===== config.mk =====
export PLATFORM = sky130hd
export DESIGN_NAME = keyboard_piano_note_controller_unit
export DESIGN_NICKNAME = d
export VERILOG_FILES = /design/src/design/kpnc_pkg.sv /design/src/design/kpnc_front.sv /design/src/design/kpnc_queue.sv /design/src/design/kpnc_back.sv /design/src/design/keyboard_piano_note_controller_unit.sv
export SDC_FILE = /design/constraint.sdc
export NUM_CORES = 1
export LEC_CHECK = 0
export BUFFER_PORTS_ARGS = -buffer_cell sky130_fd_sc_hd__buf_4
export CORE_ASPECT_RATIO = 0.8
export CORE_MARGIN = 3
export CORE_UTILIZATION = 38
export DETAILED_ROUTE_END_ITERATION = 10
export GPL_ROUTABILITY_DRIVEN = 0
export HOLD_SLACK_MARGIN = 0.12
export PLACE_DENSITY_LB_ADDON = 0.25
export SLEW_MARGIN = 0
export SYNTH_ARGS = -nofsm -noshare
export SYNTH_HDL_FRONTEND = slang
export SYNTH_SLANG_ARGS = --single-unit

===== constraint.sdc =====
create_clock -name clk -period 10.7 [get_ports clk]
set_clock_uncertainty 0.2 [all_clocks]
set_input_delay 0.535 -clock clk [delete_from_list [all_inputs] [get_ports clk]]
set_output_delay 0.535 -clock clk [all_outputs]
set_load 0.1 [all_outputs]

===== src/design/kpnc_pkg.sv =====
// Shared types, constants and tables for the keyboard piano note controller.
`default_nettype none
package kpnc_pkg;

    // Input transaction: one decoded key event or a start command
    typedef struct packed {
        logic       operation;
        logic [7:0] scancode;
        logic       pressed;
        logic [6:0] ascii;
    } key_item_t;

    // Output transaction: one synth register write
    typedef struct packed {
        logic [3:0]  reg_index;
        logic [31:0] reg_data;
        logic        last_write;
    } wr_item_t;

    // Command kinds passed from the front end to the write sequencer
    typedef enum logic [1:0] {
        CMD_OSC  = 2'd0,   // control word, then oscillator preset (six words)
        CMD_FM   = 2'd1,   // control word, then FM preset (four words)
        CMD_QUIT = 2'd2,   // control word, then both notes zeroed
        CMD_NOTE = 2'd3    // single note write, phase looked up from note number
    } cmd_kind_t;

    typedef struct packed {
        cmd_kind_t  kind;
        logic [3:0] idx;    // note register for CMD_NOTE
        logic [6:0] note;   // note number for CMD_NOTE (out of range gives zero)
        logic [2:0] ctrl;   // control word for the other kinds
    } cmd_t;

    typedef struct packed {
        logic push;
        cmd_t cmd;
    } q_push_t;

    typedef struct packed {
        logic empty;
        logic full;
    } q_status_t;

    // Sizes
    localparam int QUEUE_DEPTH = 4;
    localparam int MAX_WRITES  = 7;
    localparam int STEP_W      = $clog2(MAX_WRITES);

    // Operation codes
    localparam logic OP_KEY   = 1'b0;
    localparam logic OP_START = 1'b1;

    // Special scancodes and characters
    localparam logic [7:0] SC_TAB      = 8'h0D;
    localparam logic [7:0] SC_CAPSLOCK = 8'h58;
    localparam logic [7:0] SC_NUMLOCK  = 8'h77;
    localparam logic [6:0] CH_Q_LO     = 7'h71;
    localparam logic [6:0] CH_Q_UP     = 7'h51;
    localparam logic [6:0] CH_M_LO     = 7'h6D;
    localparam logic [6:0] CH_M_UP     = 7'h4D;

    // Note limits
    localparam logic [6:0] BASE_RESET = 7'd60;
    localparam logic [6:0] BASE_LOW   = 7'd36;
    localparam logic [6:0] BASE_HIGH  = 7'd96;
    localparam logic [6:0] OCTAVE     = 7'd12;
    localparam logic [6:0] MIDI_LO    = 7'd21;
    localparam logic [6:0] MIDI_HI    = 7'd108;
    localparam logic [4:0] SEMI_MAX   = 5'd16;

    // Control word values
    localparam logic [2:0] CTRL_START = 3'd0;
    localparam logic [2:0] CTRL_MUTE  = 3'd1;

    // Synth register indexes
    localparam logic [3:0] REG_CTRL       = 4'd0;
    localparam logic [3:0] REG_LEFT_NOTE  = 4'd2;
    localparam logic [3:0] REG_OSC_A      = 4'd3;
    localparam logic [3:0] REG_OSC_B      = 4'd4;
    localparam logic [3:0] REG_OSC_C      = 4'd5;
    localparam logic [3:0] REG_FM_A       = 4'd6;
    localparam logic [3:0] REG_FM_B       = 4'd7;
    localparam logic [3:0] REG_RIGHT_NOTE = 4'd8;
    localparam logic [3:0] REG_OSC_D      = 4'd9;
    localparam logic [3:0] REG_OSC_E      = 4'd10;
    localparam logic [3:0] REG_OSC_F      = 4'd11;
    localparam logic [3:0] REG_FM_C       = 4'd12;
    localparam logic [3:0] REG_FM_D       = 4'd13;
    localparam logic [3:0] REG_LAST       = 4'd13;

    // Preset data words
    localparam logic [31:0] OSC_A_DATA = 32'h0000_C800;
    localparam logic [31:0] OSC_B_DATA = 32'h0000_6402;
    localparam logic [31:0] OSC_C_DATA = 32'h0000_5003;
    localparam logic [31:0] OSC_D_DATA = 32'h0000_C801;
    localparam logic [31:0] OSC_E_DATA = 32'h0000_7800;
    localparam logic [31:0] OSC_F_DATA = 32'h0000_0000;
    localparam logic [31:0] FM_A_DATA  = 32'h0000_4002;
    localparam logic [31:0] FM_B_DATA  = 32'h0000_486C;
    localparam logic [31:0] FM_C_DATA  = 32'h0000_6401;
    localparam logic [31:0] FM_D_DATA  = 32'h0000_6A4A;

    // Phase increment per note, MIDI_LO through MIDI_HI
    localparam logic [31:0] PHASE_ROM [88] = '{
        32'h00258BF2, 32'h0027C781, 32'h002A250C, 32'h002CA698,
        32'h002F4E4B, 32'h00321E69, 32'h00351958, 32'h003841A6,
        32'h003B9A04, 32'h003F254E, 32'h0042E68B, 32'h0046E0F0,
        32'h004B17E5, 32'h004F8F01, 32'h00544A17, 32'h00594D31,
        32'h005E9C96, 32'h00643CD2, 32'h006A32B1, 32'h0070834C,
        32'h00773407, 32'h007E4A9B, 32'h0085CD15, 32'h008DC1E1,
        32'h00962FC9, 32'h009F1E03, 32'h00A8942E, 32'h00B29A62,
        32'h00BD392D, 32'h00C879A3, 32'h00D46562, 32'h00E10697,
        32'h00EE680F, 32'h00FC9536, 32'h010B9A2B, 32'h011B83C2,
        32'h012C5F93, 32'h013E3C06, 32'h0151285D, 32'h016534C3,
        32'h017A725A, 32'h0190F347, 32'h01A8CAC3, 32'h01C20D2F,
        32'h01DCD01D, 32'h01F92A6D, 32'h02173456, 32'h02370783,
        32'h0258BF26, 32'h027C780B, 32'h02A250BA, 32'h02CA6987,
        32'h02F4E4B4, 32'h0321E68D, 32'h03519586, 32'h03841A5D,
        32'h03B9A03A, 32'h03F254D9, 32'h042E68AC, 32'h046E0F07,
        32'h04B17E4B, 32'h04F8F017, 32'h0544A173, 32'h0594D30D,
        32'h05E9C968, 32'h0643CD1B, 32'h06A32B0D, 32'h070834BA,
        32'h07734075, 32'h07E4A9B2, 32'h085CD157, 32'h08DC1E0D,
        32'h0962FC96, 32'h09F1E02D, 32'h0A8942E7, 32'h0B29A61A,
        32'h0BD392D0, 32'h0C879A35, 32'h0D46561A, 32'h0E106974,
        32'h0EE680E9, 32'h0FC95364, 32'h10B9A2AF, 32'h11B83C1A,
        32'h12C5F92C, 32'h13E3C05A, 32'h151285CE, 32'h16534C35
    };

endpackage
`default_nettype wire


===== src/design/kpnc_front.sv =====
// Front end: accepts key events, tracks play state, queues write commands.
`default_nettype none
module kpnc_front (
    input  wire logic                  clk,
    input  wire logic                  rst_n,
    input  wire logic                  key_valid,
    input  wire logic                  key_stall,
    input  wire kpnc_pkg::key_item_t   key_item,
    output kpnc_pkg::q_push_t          push_out
);
    import kpnc_pkg::*;

    // Left track: main keyboard keys
    function automatic logic [5:0] left_map(input logic [7:0] sc);
        logic [5:0] r;   // {hit, semitone}
        begin
            case (sc)
                8'h1C:   r = {1'b1, 5'd0};
                8'h1D:   r = {1'b1, 5'd1};
                8'h1B:   r = {1'b1, 5'd2};
                8'h24:   r = {1'b1, 5'd3};
                8'h23:   r = {1'b1, 5'd4};
                8'h2B:   r = {1'b1, 5'd5};
                8'h2D:   r = {1'b1, 5'd6};
                8'h34:   r = {1'b1, 5'd7};
                8'h2E:   r = {1'b1, 5'd8};
                8'h33:   r = {1'b1, 5'd9};
                8'h35:   r = {1'b1, 5'd10};
                8'h3B:   r = {1'b1, 5'd11};
                8'h42:   r = {1'b1, 5'd12};
                8'h43:   r = {1'b1, 5'd13};
                8'h4B:   r = {1'b1, 5'd14};
                8'h44:   r = {1'b1, 5'd15};
                8'h41:   r = {1'b1, 5'd16};
                default: r = '0;
            endcase
            return r;
        end
    endfunction

    // Right track: numpad keys
    function automatic logic [5:0] right_map(input logic [7:0] sc);
        logic [5:0] r;
        begin
            case (sc)
                8'h6C:   r = {1'b1, 5'd0};
                8'h75:   r = {1'b1, 5'd2};
                8'h7D:   r = {1'b1, 5'd4};
                8'h6B:   r = {1'b1, 5'd5};
                8'h73:   r = {1'b1, 5'd7};
                8'h74:   r = {1'b1, 5'd9};
                8'h69:   r = {1'b1, 5'd11};
                8'h72:   r = {1'b1, 5'd12};
                8'h7A:   r = {1'b1, 5'd14};
                8'h70:   r = {1'b1, 5'd16};
                default: r = '0;
            endcase
            return r;
        end
    endfunction

    logic       active_reg, active_next;
    logic [6:0] left_base_reg, left_base_next;
    logic [6:0] right_base_reg, right_base_next;
    logic       fm_mode_reg, fm_mode_next;
    logic       left_held_vld_reg, left_held_vld_next;
    logic [4:0] left_held_reg, left_held_next;
    logic       right_held_vld_reg, right_held_vld_next;
    logic [4:0] right_held_reg, right_held_next;
    logic [2:0] ctrl_reg, ctrl_next;

    logic       accept;
    logic [5:0] lmap, rmap;
    logic       is_quit, is_mode;

    assign accept  = key_valid && !key_stall;
    assign lmap    = left_map(key_item.scancode);
    assign rmap    = right_map(key_item.scancode);
    assign is_quit = (key_item.ascii == CH_Q_LO) || (key_item.ascii == CH_Q_UP);
    assign is_mode = (key_item.ascii == CH_M_LO) || (key_item.ascii == CH_M_UP);

    // Classify the transaction, update state, build the command
    always_comb
    begin
        active_next         = active_reg;
        left_base_next      = left_base_reg;
        right_base_next     = right_base_reg;
        fm_mode_next        = fm_mode_reg;
        left_held_vld_next  = left_held_vld_reg;
        left_held_next      = left_held_reg;
        right_held_vld_next = right_held_vld_reg;
        right_held_next     = right_held_reg;
        ctrl_next           = ctrl_reg;
        push_out.push       = 1'b0;
        push_out.cmd.kind   = CMD_NOTE;
        push_out.cmd.idx    = REG_LEFT_NOTE;
        push_out.cmd.note   = '0;
        push_out.cmd.ctrl   = ctrl_reg;

        if (accept)
        begin
            if (key_item.operation == OP_START)
            begin
                active_next         = 1'b1;
                left_base_next      = BASE_RESET;
                right_base_next     = BASE_RESET;
                fm_mode_next        = 1'b0;
                left_held_vld_next  = 1'b0;
                right_held_vld_next = 1'b0;
                ctrl_next           = CTRL_START;
                push_out.push       = 1'b1;
                push_out.cmd.kind   = CMD_OSC;
                push_out.cmd.ctrl   = CTRL_START;
            end
            else if (!active_reg)
            begin
                // ignored while inactive
            end
            else if (!key_item.pressed)
            begin
                // key maps are disjoint, so at most one track matches
                if (left_held_vld_reg && lmap[5] && (lmap[4:0] == left_held_reg))
                begin
                    left_held_vld_next = 1'b0;
                    push_out.push      = 1'b1;
                    push_out.cmd.idx   = REG_LEFT_NOTE;
                end
                else if (right_held_vld_reg && rmap[5] && (rmap[4:0] == right_held_reg))
                begin
                    right_held_vld_next = 1'b0;
                    push_out.push       = 1'b1;
                    push_out.cmd.idx    = REG_RIGHT_NOTE;
                end
            end
            else if (key_item.scancode == SC_TAB)
            begin
                if (left_base_reg > BASE_LOW)
                    left_base_next = left_base_reg - OCTAVE;
            end
            else if (key_item.scancode == SC_CAPSLOCK)
            begin
                if (left_base_reg < BASE_HIGH)
                    left_base_next = left_base_reg + OCTAVE;
            end
            else if (key_item.scancode == SC_NUMLOCK)
            begin
                if (right_base_reg < BASE_HIGH)
                    right_base_next = right_base_reg + OCTAVE;
            end
            else if (is_quit)
            begin
                ctrl_next         = CTRL_MUTE;
                active_next       = 1'b0;
                push_out.push     = 1'b1;
                push_out.cmd.kind = CMD_QUIT;
                push_out.cmd.ctrl = CTRL_MUTE;
            end
            else if (is_mode)
            begin
                // mode toggle clears bits 2:1 and puts the new mode in bit 1
                fm_mode_next      = !fm_mode_reg;
                ctrl_next         = {1'b0, !fm_mode_reg, ctrl_reg[0]};
                push_out.push     = 1'b1;
                push_out.cmd.kind = fm_mode_reg ? CMD_OSC : CMD_FM;
                push_out.cmd.ctrl = {1'b0, !fm_mode_reg, ctrl_reg[0]};
            end
            else if (lmap[5])
            begin
                left_held_vld_next = 1'b1;
                left_held_next     = lmap[4:0];
                push_out.push      = 1'b1;
                push_out.cmd.idx   = REG_LEFT_NOTE;
                push_out.cmd.note  = left_base_reg + 7'(lmap[4:0]);
            end
            else if (rmap[5])
            begin
                right_held_vld_next = 1'b1;
                right_held_next     = rmap[4:0];
                push_out.push       = 1'b1;
                push_out.cmd.idx    = REG_RIGHT_NOTE;
                push_out.cmd.note   = right_base_reg + 7'(rmap[4:0]);
            end
        end
    end

    // State registers
    always_ff @(posedge clk or negedge rst_n)
    begin
        if (!rst_n)
        begin
            active_reg         <= 1'b0;
            left_base_reg      <= BASE_RESET;
            right_base_reg     <= BASE_RESET;
            fm_mode_reg        <= 1'b0;
            left_held_vld_reg  <= 1'b0;
            left_held_reg      <= '0;
            right_held_vld_reg <= 1'b0;
            right_held_reg     <= '0;
            ctrl_reg           <= CTRL_START;
        end
        else
        begin
            active_reg         <= active_next;
            left_base_reg      <= left_base_next;
            right_base_reg     <= right_base_next;
            fm_mode_reg        <= fm_mode_next;
            left_held_vld_reg  <= left_held_vld_next;
            left_held_reg      <= left_held_next;
            right_held_vld_reg <= right_held_vld_next;
            right_held_reg     <= right_held_next;
            ctrl_reg           <= ctrl_next;
        end
    end

    // Held semitones stay within the key map
    a_held_range: assert property (@(posedge clk) disable iff (!rst_n)
        (left_held_vld_reg |-> left_held_reg <= SEMI_MAX) and
        (right_held_vld_reg |-> right_held_reg <= SEMI_MAX))
        else $error("held semitone out of range");

    // Control word mode bit follows the mode flag
    a_ctrl_mode: assert property (@(posedge clk) disable iff (!rst_n)
        active_reg |-> ctrl_reg[1] == fm_mode_reg)
        else $error("control mode bit disagrees with mode");

endmodule
`default_nettype wire


===== src/design/kpnc_queue.sv =====
// Command queue between the front end and the write sequencer.
`default_nettype none
module kpnc_queue #(
    parameter int DEPTH = kpnc_pkg::QUEUE_DEPTH
) (
    input  wire logic                clk,
    input  wire logic                rst_n,
    input  wire kpnc_pkg::q_push_t   push_in,
    input  wire logic                pop,
    output kpnc_pkg::cmd_t           head,
    output kpnc_pkg::q_status_t      status
);
    import kpnc_pkg::*;

    localparam int PTR_W = (DEPTH > 1) ? $clog2(DEPTH) : 1;
    localparam int CNT_W = $clog2(DEPTH + 1);

    cmd_t             entry_reg [DEPTH];
    logic [PTR_W-1:0] wr_ptr_reg, wr_ptr_next;
    logic [PTR_W-1:0] rd_ptr_reg, rd_ptr_next;
    logic [CNT_W-1:0] count_reg, count_next;
    logic             do_push, do_pop;

    assign status.empty = (count_reg == '0);
    assign status.full  = (count_reg == CNT_W'(DEPTH));
    assign do_push      = push_in.push && !status.full;
    assign do_pop       = pop && !status.empty;
    assign head         = entry_reg[rd_ptr_reg];

    // Pointer and count update
    always_comb
    begin
        wr_ptr_next = wr_ptr_reg;
        rd_ptr_next = rd_ptr_reg;
        count_next  = count_reg;
        if (do_push)
            wr_ptr_next = (wr_ptr_reg == PTR_W'(DEPTH - 1)) ? '0 : wr_ptr_reg + 1'b1;
        if (do_pop)
            rd_ptr_next = (rd_ptr_reg == PTR_W'(DEPTH - 1)) ? '0 : rd_ptr_reg + 1'b1;
        if (do_push && !do_pop)
            count_next = count_reg + 1'b1;
        else if (do_pop && !do_push)
            count_next = count_reg - 1'b1;
    end

    always_ff @(posedge clk or negedge rst_n)
    begin
        if (!rst_n)
        begin
            wr_ptr_reg <= '0;
            rd_ptr_reg <= '0;
            count_reg  <= '0;
        end
        else
        begin
            wr_ptr_reg <= wr_ptr_next;
            rd_ptr_reg <= rd_ptr_next;
            count_reg  <= count_next;
        end
    end

    // Entry storage
    always_ff @(posedge clk)
    begin
        if (do_push)
            entry_reg[wr_ptr_reg] <= push_in.cmd;
    end

    // The front end never pushes into a full queue
    a_no_overflow: assert property (@(posedge clk) disable iff (!rst_n)
        !(push_in.push && status.full))
        else $error("command queue overflow");

endmodule
`default_nettype wire


===== src/design/kpnc_back.sv =====
// Write sequencer: expands queued commands into synth register writes.
`default_nettype none
module kpnc_back (
    input  wire logic                clk,
    input  wire logic                rst_n,
    input  wire kpnc_pkg::cmd_t      head,
    input  wire kpnc_pkg::q_status_t status,
    output logic                     pop,
    output logic                     wr_valid,
    input  wire logic                wr_stall,
    output kpnc_pkg::wr_item_t       wr_item
);
    import kpnc_pkg::*;

    // Phase increment for a note, zero outside the keyboard range
    function automatic logic [31:0] phase_of(input logic [6:0] note);
        logic [6:0] off;
        begin
            off = note - MIDI_LO;
            if ((note < MIDI_LO) || (note > MIDI_HI))
                return '0;
            return PHASE_ROM[off];
        end
    endfunction

    logic              busy_reg, busy_next;
    cmd_t              cur_reg, cur_next;
    logic [STEP_W-1:0] step_reg, step_next;
    logic              wr_valid_reg, wr_valid_next;
    wr_item_t          wr_item_reg, wr_item_next;
    logic              out_free, load;
    wr_item_t          wr_sel;

    assign out_free = !wr_valid_reg || !wr_stall;
    assign load     = busy_reg && out_free;
    assign pop      = !busy_reg && !status.empty;
    assign wr_valid = wr_valid_reg;
    assign wr_item  = wr_item_reg;

    // Write for the current command and step
    always_comb
    begin
        wr_sel.reg_index  = REG_CTRL;
        wr_sel.reg_data   = 32'(cur_reg.ctrl);
        wr_sel.last_write = 1'b0;
        case (cur_reg.kind)
            CMD_NOTE:
            begin
                wr_sel.reg_index  = cur_reg.idx;
                wr_sel.reg_data   = phase_of(cur_reg.note);
                wr_sel.last_write = 1'b1;
            end
            CMD_QUIT:
            begin
                case (step_reg)
                    STEP_W'(0): ;
                    STEP_W'(1):
                    begin
                        wr_sel.reg_index = REG_LEFT_NOTE;
                        wr_sel.reg_data  = '0;
                    end
                    default:
                    begin
                        wr_sel.reg_index  = REG_RIGHT_NOTE;
                        wr_sel.reg_data   = '0;
                        wr_sel.last_write = 1'b1;
                    end
                endcase
            end
            CMD_FM:
            begin
                case (step_reg)
                    STEP_W'(0): ;
                    STEP_W'(1):
                    begin
                        wr_sel.reg_index = REG_FM_A;
                        wr_sel.reg_data  = FM_A_DATA;
                    end
                    STEP_W'(2):
                    begin
                        wr_sel.reg_index = REG_FM_B;
                        wr_sel.reg_data  = FM_B_DATA;
                    end
                    STEP_W'(3):
                    begin
                        wr_sel.reg_index = REG_FM_C;
                        wr_sel.reg_data  = FM_C_DATA;
                    end
                    default:
                    begin
                        wr_sel.reg_index  = REG_FM_D;
                        wr_sel.reg_data   = FM_D_DATA;
                        wr_sel.last_write = 1'b1;
                    end
                endcase
            end
            default:
            begin
                // oscillator preset, also used by start
                case (step_reg)
                    STEP_W'(0): ;
                    STEP_W'(1):
                    begin
                        wr_sel.reg_index = REG_OSC_A;
                        wr_sel.reg_data  = OSC_A_DATA;
                    end
                    STEP_W'(2):
                    begin
                        wr_sel.reg_index = REG_OSC_B;
                        wr_sel.reg_data  = OSC_B_DATA;
                    end
                    STEP_W'(3):
                    begin
                        wr_sel.reg_index = REG_OSC_C;
                        wr_sel.reg_data  = OSC_C_DATA;
                    end
                    STEP_W'(4):
                    begin
                        wr_sel.reg_index = REG_OSC_D;
                        wr_sel.reg_data  = OSC_D_DATA;
                    end
                    STEP_W'(5):
                    begin
                        wr_sel.reg_index = REG_OSC_E;
                        wr_sel.reg_data  = OSC_E_DATA;
                    end
                    default:
                    begin
                        wr_sel.reg_index  = REG_OSC_F;
                        wr_sel.reg_data   = OSC_F_DATA;
                        wr_sel.last_write = 1'b1;
                    end
                endcase
            end
        endcase
    end

    // Sequencer and output register next state
    always_comb
    begin
        busy_next     = busy_reg;
        cur_next      = cur_reg;
        step_next     = step_reg;
        wr_valid_next = wr_valid_reg;
        wr_item_next  = wr_item_reg;
        if (pop)
        begin
            busy_next = 1'b1;
            cur_next  = head;
            step_next = '0;
        end
        if (load)
        begin
            wr_valid_next = 1'b1;
            wr_item_next  = wr_sel;
            if (wr_sel.last_write)
                busy_next = 1'b0;
            else
                step_next = step_reg + 1'b1;
        end
        else if (out_free)
        begin
            wr_valid_next = 1'b0;
        end
    end

    always_ff @(posedge clk or negedge rst_n)
    begin
        if (!rst_n)
        begin
            busy_reg     <= 1'b0;
            step_reg     <= '0;
            wr_valid_reg <= 1'b0;
        end
        else
        begin
            busy_reg     <= busy_next;
            step_reg     <= step_next;
            wr_valid_reg <= wr_valid_next;
        end
    end

    always_ff @(posedge clk)
    begin
        cur_reg     <= cur_next;
        wr_item_reg <= wr_item_next;
    end

    // Only defined synth registers are written
    a_index_legal: assert property (@(posedge clk) disable iff (!rst_n)
        wr_valid_reg |-> (wr_item_reg.reg_index != 4'd1) && (wr_item_reg.reg_index <= REG_LAST))
        else $error("write to undefined synth register");

    // A command never runs past its last write
    a_step_bound: assert property (@(posedge clk) disable iff (!rst_n)
        busy_reg |-> step_reg < STEP_W'(MAX_WRITES))
        else $error("sequencer step out of range");

endmodule
`default_nettype wire


===== src/design/keyboard_piano_note_controller_unit.sv =====
// An accepted transaction's command is queued, then popped into the sequencer once idle.
// Throughput: the front end takes one transaction per cycle while the command queue has room;
// the write sequencer sends a command's writes (1 to 7) one a cycle while not stalled.
// Reset (rst_n low, asynchronous): inactive, both base notes 60, oscillator mode,
// nothing held, control copy 0, command queue and output register empty.
`default_nettype none
module keyboard_piano_note_controller_unit #(
    parameter int QUEUE_DEPTH = kpnc_pkg::QUEUE_DEPTH
) (
    input  wire logic                clk,
    input  wire logic                rst_n,
    input  wire logic                key_valid,
    output logic                     key_stall,
    input  wire kpnc_pkg::key_item_t key_item,
    output logic                     wr_valid,
    input  wire logic                wr_stall,
    output kpnc_pkg::wr_item_t       wr_item
);
    import kpnc_pkg::*;

    q_push_t   q_push;
    q_status_t q_status;
    cmd_t      q_head;
    logic      q_pop;

    assign key_stall = q_status.full;

    kpnc_front u_front (
        .clk       (clk),
        .rst_n     (rst_n),
        .key_valid (key_valid),
        .key_stall (key_stall),
        .key_item  (key_item),
        .push_out  (q_push)
    );

    kpnc_queue #(
        .DEPTH (QUEUE_DEPTH)
    ) u_queue (
        .clk     (clk),
        .rst_n   (rst_n),
        .push_in (q_push),
        .pop     (q_pop),
        .head    (q_head),
        .status  (q_status)
    );

    kpnc_back u_back (
        .clk      (clk),
        .rst_n    (rst_n),
        .head     (q_head),
        .status   (q_status),
        .pop      (q_pop),
        .wr_valid (wr_valid),
        .wr_stall (wr_stall),
        .wr_item  (wr_item)
    );

endmodule
`default_nettype wire


Yosys cells after proc, flatten, opt, wreduce, memory -nomap -nowiden
Memory sizes are Yosys's and may differ from the RTL's. A register that Yosys moved wholly into a read port is not among the register bits.
Cells that the tools add are included.
{ "totals": {"regBits": 80, "latchBits": 0, "ram_bits": 64, "mem_bits_ro": 4096, "out_inout_bits": 39, "n_memories": 2} }
{ "mem_list": {"columns": ["name", "words", "width", "read_ports", "rd_clocked_by_memory_dff", "wr", "line", "source"], "rows": [
  ["(name not given)", 128, 32, 1, 0, 0, "kpnc_back.sv:22", "return PHASE_ROM[off];"],
  ["u_queue.entry_reg", 4, 16, 1, 1, 1, "kpnc_queue.sv:18", "cmd_t entry_reg [DEPTH];"]
]} }
{ "classes": {"n_addsub": 11, "mul": 0, "div": 0, "n_lt_le_gt_ge": 6, "eq_ne": 61, "shifts": 0, "muxes": 114, "bitwise": 8, "n_reduce_logical": 47} }
{ "op_table": {"columns": ["operator", "n"], "rows": [
  ["$pmux 36 s6", 1],
  ["$pmux 36 s4", 1],
  ["$eq 8x7->1 const B", 17],
  ["$mux 32", 4],
  ["$pmux 37 s3", 1],
  ["$pmux 6 s17", 1],
  ["$mux 7", 14],
  ["$mux 17", 5],
  ["$eq 8x6->1 const B", 9],
  ["$pmux 36 s2", 1],
  ["$pmux 6 s10", 1],
  ["$mux 1", 56],
  ["$mux 11", 5],
  ["$mux 3", 16],
  ["$eq 7x7->1 const B", 4],
  ["$eq 8x5->1 const B", 3],
  ["$ne 3x3->1 const B", 8],
  ["$reduce_and 11->1", 2],
  ["$add 7x4->7 const B", 2],
  ["$add 7x5->7", 2],
  ["$lt 7x7->1 const B", 2],
  ["$reduce_bool 2->1", 7],
  ["$mux 4", 3],
  ["$reduce_and 6->1", 2],
  ["34 further kinds", 80]
]} }

Logic depth before layout (Yosys ltp)
Gate-level depths: netlist (run 1).
{ "depth": {"depth_word": 19, "ltp_mapped": 16} }

By module
A second synthesis (run 1) with hierarchy kept.
{ "hier_totals": {"cells_unflattened": 1420, "area_unflattened_um2": 12956.2} }
{ "modules_own_cells": {"columns": ["module", "n_inst", "cells_per_inst", "area_each_um2", "seq_area_each_um2"], "rows": [
  ["kpnc_back", 1, 966, 7337.0, 1626.6],
  ["kpnc_front", 1, 333, 2861.5, 685.7],
  ["kpnc_queue", 1, 121, 2757.6, 2097.0]
]} }

Worst setup path after synthesis (run 1)
Ideal clock, no wire load.
{ "synth_path": {"path_type": "register to register", "from": "reg u_queue.count_reg[0]", "to": "reg u_queue.count_reg[1]", "setup_ps": 125, "arrival_time_ps": 4634, "slack_ps": 5741, "path_stages_with_launch": 11, "n_path_buf": 0, "cell_sequence": "dfrtp_1 nor3b_1 nor2b_1 nand4_1 o21ai_0 a21oi_2 inv_1 ha_1 inv_1 fa_1 mux2_2"} }
{ "synth_between": {"elab_cells_between_ends": 18, "classes_between": "add/sub: 2; eq/ne: 1; mux: 3; reduce/logical: 12"} }
{ "synth_lines": {"columns": ["item", "line", "source"], "rows": [
  ["start: declaration", "kpnc_queue.sv:21", "logic [CNT_W-1:0] count_reg, count_next;"],
  ["start signal: assignment", "kpnc_queue.sv:58", "count_reg <= count_next;"],
  ["$eq 3x3->1 (*)", "kpnc_queue.sv:25", "assign status.full = (count_reg == CNT_W'(DEPTH));"],
  ["named net key_stall", "keyboard_piano_note_controller_unit.sv:13", "output logic key_stall,"],
  ["$logic_not 1->1 (*)", "kpnc_front.sv:76, kpnc_queue.sv:26", null],
  ["$logic_and 1x1->1", "kpnc_front.sv:76", "assign accept = key_valid && !key_stall;"],
  ["$mux 17", "kpnc_front.sv:100", "if (accept)"],
  ["$logic_and 1x1->1 (*)", "kpnc_queue.sv:26", "assign do_push = push_in.push && !status.full;"],
  ["named net u_queue.do_push", "kpnc_queue.sv:22", "logic do_push, do_pop;"],
  ["$logic_and 1x1->1 (*)", "kpnc_queue.sv:40", "if (do_push && !do_pop)"],
  ["$mux 3 (*)", "kpnc_queue.sv:40", null],
  ["named net u_queue.count_next[1]", "kpnc_queue.sv:21", null]
]} }
The timed path passes the listed nets; every way through them passes the cells marked *. The select of a mux whose other input is x is not followed.
A chain may end at the register's enable or synchronous reset.

==> results of run 1 <==
final timing paths:
path                            slack (ns)                         to                 from
worst min-delay path                  0.13            u_back.wr_valid             wr_stall
worst min register to register        0.28        u_front.ctrl_reg[0]  u_front.ctrl_reg[0]
min in group asynchronous             0.41            u_back.busy_reg                rst_n
max in group asynchronous             9.49  u_front.right_base_reg[5]                rst_n
worst max register to register        5.49          u_back.wr_item[5]    u_back.cur_reg[3]
worst max-delay path                  5.49          u_back.wr_item[5]    u_back.cur_reg[3]
area by class of cell:
| type | instances | area [µm²] |
|---|---|---|
| clock buffers | 17 | 425.4 |
| clock inverters | 15 | 188.9 |
| fillers | 2762 | 15660 |
| inverters | 32 | 120.1 |
| multi-input cells | 951 | 6286 |
| flip-flops and latches | 143 | 4109 |
| well taps | 364 | 455.4 |
| repair buffers | 79 | 595.6 |
synth_stat cells, types with 9 or more instances:
| library cell | number | area share |
|---|---|---|
| buf_2 | 17 | 0.0078 |
| nor2_1 | 119 | 0.041 |
| nand2_1 | 137 | 0.047 |
| a21oi_1 | 100 | 0.046 |
| a22oi_1 | 10 | 0.0068 |
| a211oi_1 | 19 | 0.013 |
| nand2b_1 | 16 | 0.0091 |
| o22ai_1 | 12 | 0.0068 |
| a21o_1 | 12 | 0.0082 |
| mux2i_1 | 11 | 0.010 |
| nor3_1 | 39 | 0.018 |
| o311ai_0 | 9 | 0.0072 |
| o21ai_0 | 99 | 0.045 |
| buf_4 | 9 | 0.0062 |
| nand4_1 | 10 | 0.0057 |
| a31oi_1 | 25 | 0.014 |
| nor2b_1 | 17 | 0.0097 |
| xor2_1 | 19 | 0.015 |
| buf_1 | 13 | 0.0045 |
| nand3_1 | 25 | 0.011 |
| o21a_1 | 10 | 0.0068 |
| edfxtp_1 | 104 | 0.28 |
| ha_1 | 37 | 0.042 |
| mux4_2 | 24 | 0.049 |
| o211ai_1 | 18 | 0.012 |
| dfrtp_1 | 31 | 0.071 |
| inv_1 | 29 | 0.0099 |
| clkbuf_1 | 74 | 0.025 |
| xnor2_1 | 18 | 0.014 |
timing repair:
item / 4_1_cts / 5_1_grt
hold buffers: 1 / 0
hold endpoints to repair: 31 / 0
gates resized for setup: 0 / 0
setup buffers: 0 / 0
worst max-delay path: stages, from the launching register on:
cell and delay [ns]:
edfxtp_1 0.32, buf_4 0.40, clkinv_1 0.48, ha_1 0.55, buf_4 0.32, xnor2_2 0.14, buf_4 0.42, inv_1 0.44
buf_4 0.37, nand2_1 0.25, nor2_1 0.06, a2111oi_0 0.51, nor3_1 0.10, o31ai_1 0.36
per-layer routing:
metal / up-vias / GRT usage / wire length [µm] / part of all wire
met4: 0 / 0.06820 / 1066 / 0.033
met5: - / 0 / 0 / 0
met3: 81 / 0.04915 / 2865 / 0.090
met2: 440 / 0.3050 / 13600 / 0.43
met1: 4640 / 0.2973 / 14400 / 0.45
li1: 4608 / - / - / -
per-stage QoR:
step / setup WS, ns / instances
2_1_floorplan: 5.741 / 1243
3_3_place_gp: 5.662 / 1568
3_5_place_dp: 5.703 / 1568
4_1_cts: 5.693 / 1601
5_1_grt: 5.157 / 1601
6_report: 5.486 / 1601
kinds of logic (layout without fill, tap and decap cells):
logic type | count (synthesis) | in the layout | synth area share
buffers and inverters | 149 | 143 | 0.05821
AND/OR/NAND/NOR | 427 | 427 | 0.1890
multiplexers | 45 | 45 | 0.06963
adder cells (fa/ha/maj) | 40 | 40 | 0.04680
flip-flops | 143 | 143 | 0.3748
XOR/XNOR | 37 | 37 | 0.02956
other | 1 | 5 | 0.0003421
AO/OA/AOI/OAI | 397 | 397 | 0.2316
==> results.md, run 1 <==
- Outcome: completed
- Area grow syn2layout: 11.12%
- Largest net degree at the start of global routing: 69
- Count of final max-slew check failures: 0
- Core area: 0.02784 mm²
- Port bufs: 55
- Yosys warns: 0
- Slew HR: 0.3003
- FF+latch count, synth: 143
- Setup tns final: 0 ns
- CP Data Required Time: 10.71 ns
- Vias in the first global route: 9167
- CP max FO: 46
- Worst setup path class: reg -> reg
- R2R cell count: 13
- CTS tree: built
- Worst-Margin Slew: 1.050 ns
- GRT overflow: 0
- Fmax: 191.8 MHz
- # diodes: 0
- Clk_lat worst skew: 0.44 ns
- Antenna-violating nets left: 0
- First-pass GRT wire length: 50920 µm
- DIE HEIGHT: 157.9 µm
- Hold path depth: 3
- RSZ-0062 raised after global routing: false
- Commonest non-fill, non-tap cell in the layout: nand2_1
- Dpl cell area: 0.01156 mm²
- Sequential area share after synthesis: 0.3748
- Initial DRT Pass Iterations: 7
- Initial Utilization: 0.3938
- # H-tree levels: 4
- Antenna violations before repair: 0
- CP Launch Type: flop
- Design area: 0.01218 mm²
- Routed len/inst: 19.94 µm
- Crit share post-route: 0.4873
- Die area: 0.03093 mm²
- DP HPWL: 21700 µm
- Post-synth ARST share: 0.2727
- Max FFs per register: 56
- Clock-pin slew on the worst setup and hold paths: 0.08 ns
- Vias/cell: 6.102
- Post-Route WL: 31930 µm
- Die W: 195.9 µm
- Number of synthesized flops with an enable pin: 104
- Io pins: 60
- GRT Total Usage: 0.2059
- DRC: 0
- Max Cap Viol: 0
- Final setup violation count: 0
- Most used DFF post-synth: edfxtp_1
- Syn Area/Cell: 8.847 µm²
- DR iter-0 viols: 1245
- Cell Area, Synth: 0.01096 mm²
- Commonest cells after routing, fill and taps aside: nand2_1, nor2_1, edfxtp_1
- Row count: 54
- Hold Slack: 0.1334 ns
- Synth unique cells: 84
- Crit path DAT: 5.23 ns
- Crit path capture type: flop
- Layout cells sized above 1: 0.1399
- Cell count after synthesis: 1239
- Clk root buf: clkbuf_16
- Clock Sinks: 143
- Via count: 9769
- Hold Crit Class: in -> reg
- CTS Buf Count: 17
- Final #Nets: 1284
- Tmin final: 5.214 ns
- Core Util, Final: 0.4376
- Clk buf depth: 2
- Final Hold Viols: 0
Power of run 1 is left out: the tool's default activity adds up to more than one toggle a clock period on the data nets, which glitch-free logic cannot reach.
==> inputs of run 2 (changes only) <==
clock period = 4.27 ns   (was 10.7 ns; I/O delays follow)
==> run 2 against run 1 <==
Cell area is 1.9% higher. Critical path type unchanged. Core utilization is 0.82 points higher. Wire length is 2.7% higher. Non-clock buffer count is 27 higher. Global-route usage is 0.31 points higher. First-iteration DRC count is 0.88% lower. Sequential cell count stayed put.
==> results.md, run 2 (synthesis gave the netlist of run 1 again) <==
- Outcome: completed
- Clk root buf: clkbuf_16
- Area grow syn2layout: 13.21%
- CP max stage cell: or2_2
- CTS Buf Count: 17 (unchanged)
- Clk buf depth: 2 (unchanged)
- R2R cell count: 12 (-1)
- RSZ-0062 raised after global routing: false
- Initial DRT Pass Iterations: 8 (+1)
- Max Cap Viol: 0 (unchanged)
- Buf+Inv Stages, Crit Path: 3 (-3)
- Count of final max-slew check failures: 0 (unchanged)
- Crit share post-route: 0.8707 (+0.3834)
- FF-to-FF Start: u_back.cur_reg[3]
- Clk_lat worst skew: 0.44 ns (about the same)
- Via count: 10.06k (+2.9%)
- Die W: 195.9 µm (unchanged)
- Row count: 54 (unchanged)
- Routed len/inst: 20.14 µm (+1.0%)
- Initial Utilization: 0.3938 (unchanged)
- Fmax: 269.0 MHz (+40%)
- CP Data Required Time: 4.21 ns (-6.50 ns)
- DR iter-0 viols: 1234 (-0.88%)
- Clock-pin slew on the worst setup and hold paths: 0.07 ns (about the same)
- Worst setup path class: reg -> reg
- Commonest non-fill, non-tap cell in the layout: nand2_1
- Critical path, cell by cell: clkinv_1, ha_1, nor2b_1, buf_4, nor3_1, or2_2, buf_12, nand2_1, a21oi_1, a211oi_1, o311ai_0, o311ai_0
- Final Hold Viols: 0 (unchanged)
- Io pins: 60 (unchanged)
- Biggest cell delay along the critical path: 0.50 ns (-0.05 ns)
- Commonest cells after routing, fill and taps aside: nand2_1, nor2_1, edfxtp_1
- Antenna violations before repair: 0 (unchanged)
- Crit path DAT: 3.66 ns (-1.57 ns)
- Setup tns final: 0 ns (unchanged)
- Clock Sinks: 143 (unchanged)
- Top delay family on crit path: simple AND/OR/NAND/NOR gates
- CP max FO: 45 (-2.2%)
- Final #Nets: 1311 (+2.1%)
- Vias/cell: 6.178 (+1.2%)
- Crit path capture type: flop
- Largest net degree at the start of global routing: 59 (-14%)
- GRT overflow: 0 (unchanged)
- # H-tree levels: 4 (unchanged)
- Port bufs: 55 (unchanged)
- Vias in the first global route: 9001 (-1.8%)
- CP most frequent cell: o311ai_0
- DRC: 0 (unchanged)
- First-pass GRT wire length: 51500 µm (+1.2%)
- R2R Setup Slk: 0.55 ns (-4.93 ns)
- Core area: 0.02784 mm² (unchanged)
- Die area: 0.03093 mm² (unchanged)
- Max FFs per register: 56 (unchanged)
- Worst-Margin Slew: 0.9754 ns (-0.07417 ns)
- GRT Total Usage: 0.2090 (+0.003087)
- Hold Crit Class: in -> reg
- Slew HR: 0.3497 (+0.04945)
- Tmin final: 3.718 ns (-1.496 ns)
- CP Launch Type: flop
- Post_cts resized: 0 (unchanged)
- Layout cells sized above 1: 0.1519 (+0.01204)
- Crit path capture: u_back.wr_item[1]
- Post-Route WL: 32800 µm (+2.7%)
- CP Depth: 12 (-1)
- CTS tree: built
- # diodes: 0 (unchanged)
- DP HPWL: 22910 µm (+5.6%)
- Reg-to-Reg End: u_back.wr_item[1]
- Final setup violation count: 0 (unchanged)
- DIE HEIGHT: 157.9 µm (unchanged)
- Antenna-violating nets left: 0 (unchanged)
- CP Launch Point: u_back.cur_reg[3]
run 2: area by class of cell:
class | count | area (µm²)
Clock buffer | 18 | 439.2
Clock inverter | 14 | 136.4
Fill cell | 2704 | 15430
Inverter | 32 | 120.1
Multi-Input combinational cell | 951 | 6291
Sequential cell | 143 | 4109
Tap cell | 364 | 455.4
Timing Repair Buffer | 106 | 858.3
run 2: routing by layer:
layer | vias up | wire (µm) | global-route usage
li1 | 4670 | - | -
met1 | 4774 | 14630 | 0.3089
met2 | 552 | 14330 | 0.3118
met3 | 61 | 3140 | 0.04362
met4 | 0 | 699 | 0.05667
met5 | - | 0 | 0
run 2: per-stage QoR:
stage | cell area [µm²] | setup slack (ns) | hold slack (ns) | utilization | cells
floorplan | 10980 | 0.4526 | -0.2821 | - | 1243
global placement | 11730 | 0.5160 | 0.03923 | 0.4215 | 1586
detailed placement | 11730 | 0.4448 | 0.03588 | 0.4215 | 1586
CTS | 12410 | 0.5928 | 0.1275 | 0.4458 | 1628
global route | 12410 | 0.2814 | 0.1767 | 0.4458 | 1628
finish | 12410 | 0.5523 | 0.1363 | 0.4458 | 1628
run 2: worst register-to-register path: cells and delay by family (launching register included):
family                     cells  cell delay [ns]
adders and majority gates      1             0.45
buffers and inverters          3             0.54
DFF                            1             0.40
AOI/OAI and AO/OA              4             0.77
and+or+nand+nor                4             1.09
run 2: worst min-delay path by stage:
stage | start | to | slack [ns] | cells past startpoint
6_report | key_item[0] | u_front.ctrl_reg[2] | 0.14 | 4
5_1_grt | key_valid | u_front.right_base_reg[3] | 0.18 | 3
4_1_cts | key_item[0] | u_front.ctrl_reg[2] | 0.13 | 4
3_5_place_dp | rst_n | u_back.wr_valid | 0.04 | 1
3_3_place_gp | rst_n | u_back.wr_valid | 0.04 | 1
2_1_floorplan | rst_n | u_back.busy_reg | -0.28 | 0
run 2: timing repair:
item	in CTS	in global routing
setup buffers	0	0
setup endpoints to repair	0	0
endpoints found under the hold margin	55	0
hold buffers	10	0
Power of run 2 is left out for the same reason.
